### src/hw/rtl/fys_pkg.sv
// shared types and constants for the fisher-yates shuffle engine
// no dependencies; used by fys_mod_unit and fisher_yates_shuffle_engine

package fys_pkg;

    localparam int RAND_WIDTH = 31;
    localparam int ELEM_WIDTH = 16;
    localparam int POS_WIDTH  = 6;

    localparam logic OP_LOAD = 1'b0;
    localparam logic OP_STEP = 1'b1;

    // request to the modulo unit
    typedef struct packed {
        logic                  start;
        logic [RAND_WIDTH-1:0] dividend;
    } mod_req_t;

endpackage

### src/hw/rtl/fys_mod_unit.sv
// bit-serial restoring modulo unit: one dividend bit per cycle
// depends on fys_pkg (mod_req_t, RAND_WIDTH)

module fys_mod_unit #(
    parameter int CW = 7
) (
    input  logic                     clk,
    input  logic                     rst_n,
    input  fys_pkg::mod_req_t        req,
    input  logic [CW-1:0]            divisor,
    output logic                     done,
    output logic [CW-1:0]            remainder
);

    localparam int RW = fys_pkg::RAND_WIDTH;
    localparam int NW = $clog2(RW + 1);

    logic [RW-1:0] dvd_reg, dvd_next;
    logic [CW-1:0] dvs_reg, dvs_next;
    logic [CW-1:0] rem_reg, rem_next;
    logic [NW-1:0] cnt_reg, cnt_next;
    logic          busy_reg, busy_next;
    logic          done_reg, done_next;
    logic [CW:0]   trial;
    logic [CW:0]   diff;

    assign trial = {rem_reg, dvd_reg[RW-1]};
    assign diff  = trial - {1'b0, dvs_reg};

    always_comb
    begin
        dvd_next  = dvd_reg;
        dvs_next  = dvs_reg;
        rem_next  = rem_reg;
        cnt_next  = cnt_reg;
        busy_next = busy_reg;
        done_next = 1'b0;
        if (req.start)
        begin
            dvd_next  = req.dividend;
            dvs_next  = divisor;
            rem_next  = '0;
            cnt_next  = NW'(RW);
            busy_next = 1'b1;
        end
        else if (busy_reg)
        begin
            dvd_next = {dvd_reg[RW-2:0], 1'b0};
            // restoring step: keep the difference only when it does not go negative
            if (trial >= {1'b0, dvs_reg})
                rem_next = diff[CW-1:0];
            else
                rem_next = trial[CW-1:0];
            cnt_next = cnt_reg - NW'(1);
            if (cnt_reg == NW'(1))
            begin
                busy_next = 1'b0;
                done_next = 1'b1;
            end
        end
    end

    always_ff @(posedge clk or negedge rst_n)
    begin
        if (!rst_n)
        begin
            busy_reg <= 1'b0;
            done_reg <= 1'b0;
            cnt_reg  <= '0;
        end
        else
        begin
            busy_reg <= busy_next;
            done_reg <= done_next;
            cnt_reg  <= cnt_next;
        end
    end

    always_ff @(posedge clk)
    begin
        dvd_reg <= dvd_next;
        dvs_reg <= dvs_next;
        rem_reg <= rem_next;
    end

    assign done      = done_reg;
    assign remainder = rem_reg;

endmodule

### src/hw/rtl/fys_store.sv
// tag store: one write port, one read port with registered read data
// no dependencies

module fys_store #(
    parameter int DEPTH     = 64,
    parameter int TAG_WIDTH = 16
) (
    input  logic                     clk,
    input  logic                     we,
    input  logic [$clog2(DEPTH)-1:0] waddr,
    input  logic [TAG_WIDTH-1:0]     wdata,
    input  logic [$clog2(DEPTH)-1:0] raddr,
    output logic [TAG_WIDTH-1:0]     rdata
);

    logic [TAG_WIDTH-1:0] mem [DEPTH];
    logic [TAG_WIDTH-1:0] rdata_reg;

    always_ff @(posedge clk)
    begin
        if (we)
            mem[waddr] <= wdata;
        rdata_reg <= mem[raddr];
    end

    assign rdata = rdata_reg;

endmodule

### src/hw/rtl/fisher_yates_shuffle_engine.sv
// top level of the fisher-yates shuffle engine: sequencer, list state, output register
// depends on fys_pkg, fys_mod_unit and fys_store

// A load word (tuser 0) appends its tag while the store has room; tlast closes the list.
// A step word (tuser 1) on a closed, unfinished list is accepted, then waits in the
// modulo stage (bit-serial iterations that reduce the random word by the remaining
// count, then the remainder is taken), passes RD_I, RD_J, WR_I and WR_J to read and
// swap the two store entries through the single read port, and in S_OUT hands the
// placed tag to the output register. tready stays low for the whole step, and longer
// while the output register is still held by the receiver. A step with nothing to
// place is accepted and yields no word. The store needs no clearing pass after reset.

module fisher_yates_shuffle_engine #(
    parameter int DEPTH     = 64,
    parameter int TAG_WIDTH = 16
) (
    input  logic        clk,
    input  logic        rst_n,
    input  logic        s_tvalid,
    output logic        s_tready,
    input  logic [47:0] s_tdata,   // element[15:0], random_word[46:16], zero pad
    input  logic        s_tlast,   // last_element
    input  logic        s_tuser,   // op
    output logic        m_tvalid,
    input  logic        m_tready,
    output logic [23:0] m_tdata,   // placed_element[15:0], position[21:16], zero pad
    output logic        m_tlast    // last
);

    localparam int AW = $clog2(DEPTH);
    localparam int CW = $clog2(DEPTH + 1);
    localparam int EW = fys_pkg::ELEM_WIDTH;
    localparam int PW = fys_pkg::POS_WIDTH;
    localparam int RW = fys_pkg::RAND_WIDTH;

    localparam logic [2:0] S_IDLE = 3'd0;
    localparam logic [2:0] S_MOD  = 3'd1;
    localparam logic [2:0] S_RD_I = 3'd2;
    localparam logic [2:0] S_RD_J = 3'd3;
    localparam logic [2:0] S_WR_I = 3'd4;
    localparam logic [2:0] S_WR_J = 3'd5;
    localparam logic [2:0] S_OUT  = 3'd6;

    logic [2:0]           state_reg, state_next;
    logic [CW-1:0]        count_reg, count_next;
    logic [CW-1:0]        step_reg, step_next;
    logic                 closed_reg, closed_next;
    logic [AW-1:0]        j_reg;
    logic [TAG_WIDTH-1:0] tag_i_reg;
    logic [TAG_WIDTH-1:0] tag_j_reg;
    logic                 out_valid_reg, out_valid_next;
    logic [EW-1:0]        out_elem_reg;
    logic [PW-1:0]        out_pos_reg;
    logic                 out_last_reg;

    logic                 accept;
    logic                 is_load;
    logic                 can_step;
    logic [CW-1:0]        base_count;
    logic [TAG_WIDTH-1:0] load_tag;
    logic [CW-1:0]        j_full;
    logic [PW-1:0]        pos_val;
    logic                 last_val;
    logic [EW-1:0]        placed_val;
    logic                 out_load;

    fys_pkg::mod_req_t    mod_req;
    logic                 mod_done;
    logic [CW-1:0]        mod_rem;

    logic                 st_we;
    logic [AW-1:0]        st_waddr;
    logic [TAG_WIDTH-1:0] st_wdata;
    logic [AW-1:0]        st_raddr;
    logic [TAG_WIDTH-1:0] st_rdata;

    assign s_tready = (state_reg == S_IDLE);
    assign accept   = s_tvalid && s_tready;
    assign is_load  = (s_tuser == fys_pkg::OP_LOAD);
    assign can_step = closed_reg && (step_reg < count_reg);

    // a load onto a closed list starts over at entry 0
    assign base_count = closed_reg ? '0 : count_reg;

    logic [TAG_WIDTH+EW-1:0] load_ext;
    assign load_ext = {{TAG_WIDTH{1'b0}}, s_tdata[EW-1:0]};
    assign load_tag = load_ext[TAG_WIDTH-1:0];

    logic [EW+TAG_WIDTH-1:0] placed_ext;
    assign placed_ext = {{EW{1'b0}}, tag_j_reg};
    assign placed_val = placed_ext[EW-1:0];

    logic [CW+PW-1:0] pos_ext;
    assign pos_ext  = {{PW{1'b0}}, step_reg};
    assign pos_val  = pos_ext[PW-1:0];
    assign last_val = (({1'b0, step_reg} + (CW+1)'(1)) == {1'b0, count_reg});

    assign j_full = step_reg + mod_rem;

    assign mod_req.start    = accept && !is_load && can_step;
    assign mod_req.dividend = s_tdata[EW+RW-1:EW];

    fys_mod_unit #(
        .CW (CW)
    ) u_mod (
        .clk       (clk),
        .rst_n     (rst_n),
        .req       (mod_req),
        .divisor   (count_reg - step_reg),
        .done      (mod_done),
        .remainder (mod_rem)
    );

    fys_store #(
        .DEPTH     (DEPTH),
        .TAG_WIDTH (TAG_WIDTH)
    ) u_store (
        .clk   (clk),
        .we    (st_we),
        .waddr (st_waddr),
        .wdata (st_wdata),
        .raddr (st_raddr),
        .rdata (st_rdata)
    );

    always_comb
    begin
        st_we    = 1'b0;
        st_waddr = base_count[AW-1:0];
        st_wdata = load_tag;
        st_raddr = step_reg[AW-1:0];
        unique case (state_reg)
            S_IDLE:
            begin
                st_we = accept && is_load && (base_count < CW'(DEPTH));
            end
            S_RD_J:
            begin
                st_raddr = j_reg;
            end
            S_WR_I:
            begin
                st_we    = 1'b1;
                st_waddr = step_reg[AW-1:0];
                st_wdata = st_rdata;
            end
            S_WR_J:
            begin
                st_we    = 1'b1;
                st_waddr = j_reg;
                st_wdata = tag_i_reg;
            end
            default:
            begin
                st_we = 1'b0;
            end
        endcase
    end

    assign out_load = (state_reg == S_OUT) && (!out_valid_reg || m_tready);

    always_comb
    begin
        state_next     = state_reg;
        count_next     = count_reg;
        step_next      = step_reg;
        closed_next    = closed_reg;
        out_valid_next = out_valid_reg;
        if (out_valid_reg && m_tready)
            out_valid_next = 1'b0;
        unique case (state_reg)
            S_IDLE:
            begin
                if (accept)
                begin
                    if (is_load)
                    begin
                        if (closed_reg)
                            step_next = '0;
                        count_next = base_count;
                        if (base_count < CW'(DEPTH))
                            count_next = base_count + CW'(1);
                        closed_next = s_tlast;
                    end
                    else if (can_step)
                    begin
                        state_next = S_MOD;
                    end
                end
            end
            S_MOD:
            begin
                if (mod_done)
                    state_next = S_RD_I;
            end
            S_RD_I: state_next = S_RD_J;
            S_RD_J: state_next = S_WR_I;
            S_WR_I: state_next = S_WR_J;
            S_WR_J: state_next = S_OUT;
            S_OUT:
            begin
                if (out_load)
                begin
                    out_valid_next = 1'b1;
                    step_next      = step_reg + CW'(1);
                    state_next     = S_IDLE;
                end
            end
            default:
            begin
                state_next = S_IDLE;
            end
        endcase
    end

    always_ff @(posedge clk or negedge rst_n)
    begin
        if (!rst_n)
        begin
            state_reg     <= S_IDLE;
            count_reg     <= '0;
            step_reg      <= '0;
            closed_reg    <= 1'b0;
            out_valid_reg <= 1'b0;
        end
        else
        begin
            state_reg     <= state_next;
            count_reg     <= count_next;
            step_reg      <= step_next;
            closed_reg    <= closed_next;
            out_valid_reg <= out_valid_next;
        end
    end

    always_ff @(posedge clk)
    begin
        if (mod_done)
            j_reg <= j_full[AW-1:0];
        if (state_reg == S_RD_J)
            tag_i_reg <= st_rdata;
        // entry j lands at position i: that is the placed tag
        if (state_reg == S_WR_I)
            tag_j_reg <= st_rdata;
        if (out_load)
        begin
            out_elem_reg <= placed_val;
            out_pos_reg  <= pos_val;
            out_last_reg <= last_val;
        end
    end

    assign m_tvalid = out_valid_reg;
    assign m_tdata  = {2'b00, out_pos_reg, out_elem_reg};
    assign m_tlast  = out_last_reg;

endmodule
### config.mk
export PLATFORM = sky130hd
export DESIGN_NAME = fisher_yates_shuffle_engine
export DESIGN_NICKNAME = d
export VERILOG_FILES = /design/src/hw/rtl/fys_pkg.sv /design/src/hw/rtl/fys_mod_unit.sv /design/src/hw/rtl/fys_store.sv /design/src/hw/rtl/fisher_yates_shuffle_engine.sv
export SDC_FILE = /design/constraint.sdc
export NUM_CORES = 2
export LEC_CHECK = 0
export ABC_AREA = 1
export BUFFER_PORTS_ARGS = -buffer_cell sky130_fd_sc_hd__buf_2
export CORE_UTILIZATION = 40
export CTS_CLUSTER_SIZE = 30
export DETAILED_ROUTE_END_ITERATION = 10
export GPL_TIMING_DRIVEN = 1
export PLACE_DENSITY = 0.56
export SETUP_SLACK_MARGIN = 0.1
export SLEW_MARGIN = 0
export SYNTH_ARGS = -nofsm -noshare
export SYNTH_HDL_FRONTEND = slang
export SYNTH_SLANG_ARGS = --single-unit
### constraint.sdc
create_clock -name clk -period 7.2 [get_ports clk]
set_input_delay 1.08 -clock clk [delete_from_list [all_inputs] [get_ports clk]]
set_output_delay 1.08 -clock clk [all_outputs]
set_load 0.01 [all_outputs]
==> metrics <==
non-filler cells, final 6,811; Root Buffer clkbuf_16; fin. max-slew vios 0; Initial DRC Count 3,177; Tot GR Track Use 21.0%; number of I/O pins 81; # rows 131; Post-Synthesis Cells 4,966; Resized Gates After CTS 0; Cell Area, Synth 51,400 µm²; Synth Flop Type edfxtp_1; Max-cap violations 0; most frequent cells after synthesis nand2_1, edfxtp_1, nand3_1; Placed Instances 6,574; vias in the first global route 32,428; DRC 0; Worst path slowest cell dfrtp_1; core area 128,000 µm²; routability cong. 0.839; P&R area growth vs syn 13.1%; Unique masters post-synth 43; post-CTS setup buffers 0; met1 Track Usage GR 29.1%; number of synthesized flops with an enable pin 1,123; crit path kind flip-flop to flip-flop; final worst path period share 65.5%; final net count 5,126; sequential area share after synthesis 67.7%; Clock Skew 0.0198 ns; Crit Path Max Fanout 100; fill count 11,638; DR WL/cell 20.2 µm; GR Overflow Total 0; number of buffers and inverters on the critical path 2; layout cell share with drive strength beyond 1 8.12%; crit-path most repeated cell nand3_1; Hold-fix buffers, CTS 0; RSZ-0062 raised after global routing false; Worst path max stage delay 0.90 ns; largest net degree at the start of global routing 144; Die Ht 361 µm; Port Buffer Count 77; run status complete, no violations; Worst-Margin Slew 1.18 ns; DP HPWL 74,100 µm; Critical Path AT 5.30 ns; clk sink count 1,172; fmax 212 MHz; post-route minimum period 4.71 ns; via count 34,470; Setup TNS 0 ns; Synthesis Warnings 0; CP Capture Type flip-flop; vias per std cell 5.06; first-pass GRT wire length 206,000 µm; ANT nets after route 0; FF+latch area 34,800 µm²; type of the worst min-delay path input port to asynchronous set/reset pin; worst skew pair latency 0.74 ns; met2 Track Usage GR 34.1%; power per standard cell area 409 nW/µm²; H-tree Lvls 4; type of origin of the critical path flip-flop; max reg flops 1,024; Post-Route WL 138,000 µm; met3 Usage GRT 3.11%; Worst-path clk slew 0.06 ns; 1st-pass router iterations 6; top-area cell type share of the netlist area 65.6%; DP Worst Slack 2.54 ns; Fin Hold WS 0.371 ns; final setup vio count 0; Starting Density 40.3%; CP top delay family simple AND/OR/NAND/NOR gates; Fin. Hold Viols 0; Inserted Clock Buffers 132; fin worst setup slack 2.49 ns; footprint of the multi-input gates 12,100 µm²; initial antenna violation count 2; Die Wd 361 µm; Leak 24.3 nW; CTS tree built; clock buffer depth 3; Syn Area/Cell 10.4 µm²; Worst Path Required 7.79 ns; most frequent cell after synthesis nand2_1; Max IR drop VDD 0.000384 V; Synth area leaders edfxtp_1, nand3_1, nand2_1; FF+latch count, synth 1,172; CP Cell Sequence inv_1, nand3_2, nand2_4, nand2_8, buf_12, nand2_1, nand3_1, nand3_1, nand3_1, nand3_1, nand3_1, nand2_1; ys async rst share 2.22%; area leader, netlist edfxtp_1; GRT busiest layer met2; Die ar. 130,000 µm²; Slew HR 21.4%
==> kinds of logic after synthesis <==
logic type | Yosys count | synth area share [%]
AOI/OAI and AO/OA | 76 | 0.922
and+or+nand+nor | 2460 | 21.1
other | 1 | 0.00729
DFF | 1172 | 67.7
xor gates and xnor gates | 20 | 0.341
buffers and inverters | 1211 | 9.23
adders and majority gates | 26 | 0.676
==> metal layers <==
layer	wire length [µm]	vias to the layer above	part of all wire, %
met2	64900	1077	47
met3	8500	193	6.2
met1	60700	16766	44
met5	0	-	0
li1	-	16434	-
met4	3470	0	2.5
==> worst reg2reg max path: stages, from the launching register on <==
cell and delay (ns):
dfrtp_1 0.90, inv_1 0.20, nand3_2 0.42, nand2_4 0.50
nand2_8 0.64, buf_12 0.53, nand2_1 0.24, nand3_1 0.11
nand3_1 0.16, nand3_1 0.13, nand3_1 0.26, nand3_1 0.34
nand2_1 0.16
==> where the power goes <==
| part | switching (W) | total, W | leakage [nW] | internal (W) |
|---|---|---|---|---|
| combinational | 0.00620 | 0.00821 | 11.6 | 0.00201 |
| clock | 0.00270 | 0.00655 | 2.06 | 0.00385 |
| sequential | 0.000248 | 0.00905 | 10.7 | 0.00880 |
==> final timing paths <==
path / from / end / slack [ns] / cells past startpoint
worst max-delay path: state_reg[2] / u_store.rdata[6] / 2.49 / 12
worst min-delay path: rst_n / u_mod.cnt_reg[0] / 0.37 / 1
worst max register to register: state_reg[2] / u_store.rdata[6] / 2.49 / 12
worst min register to register: placed_val[10] / out_elem_reg[10] / 0.42 / 0
max in group asynchronous: rst_n / step_reg[3] / 6.41 / 1
min in group clk: placed_val[10] / out_elem_reg[10] / 0.42 / 0
==> area by class of cell <==
class	instances	share of cell area [%]
antenna	1	0.00430
timing repair buffer	189	2.34
sequential	1172	59.9
multi-input combinational	2584	20.7
clock inverter	61	0.936
clock buffer	175	6.27
inverter	967	6.24
tap	1662	3.57
==> layout by cell type, fill, tap and decap left out, drive strengths merged, types with 3 or more instances in the layout <==
cell type	netlist	routed
ha	23	23
edfxtp	1123	1123
a31oi	3	3
xor2	13	13
nand3b	65	65
nand3	1050	1050
clkbuf	62	175
dfxtp	23	23
nand4	9	9
o22ai	14	14
nor2	101	101
dfrtp	26	26
nand2	1219	1219
a21oi	16	16
bufinv	0	8
buf	182	189
fa	3	3
xnor2	7	7
nor3	12	12
clkinv	2	46
inv	965	974
o21ai	32	32
==> per-stage QoR <==
| step | util, % | area, µm² | total power (W) |
|---|---|---|---|
| 6_report | 45.6 | 58200 | 0.0238 |
| 5_1_grt | 45.6 | 58200 | 0.0250 |
| 4_1_cts | 45.6 | 58200 | 0.0239 |
| 3_5_place_dp | 42.3 | 54000 | 0.0173 |
| 3_3_place_gp | 42.3 | 54000 | 0.0173 |
| 2_1_floorplan | - | 51400 | 0.0143 |
Power figures use the tool's default switching activity.
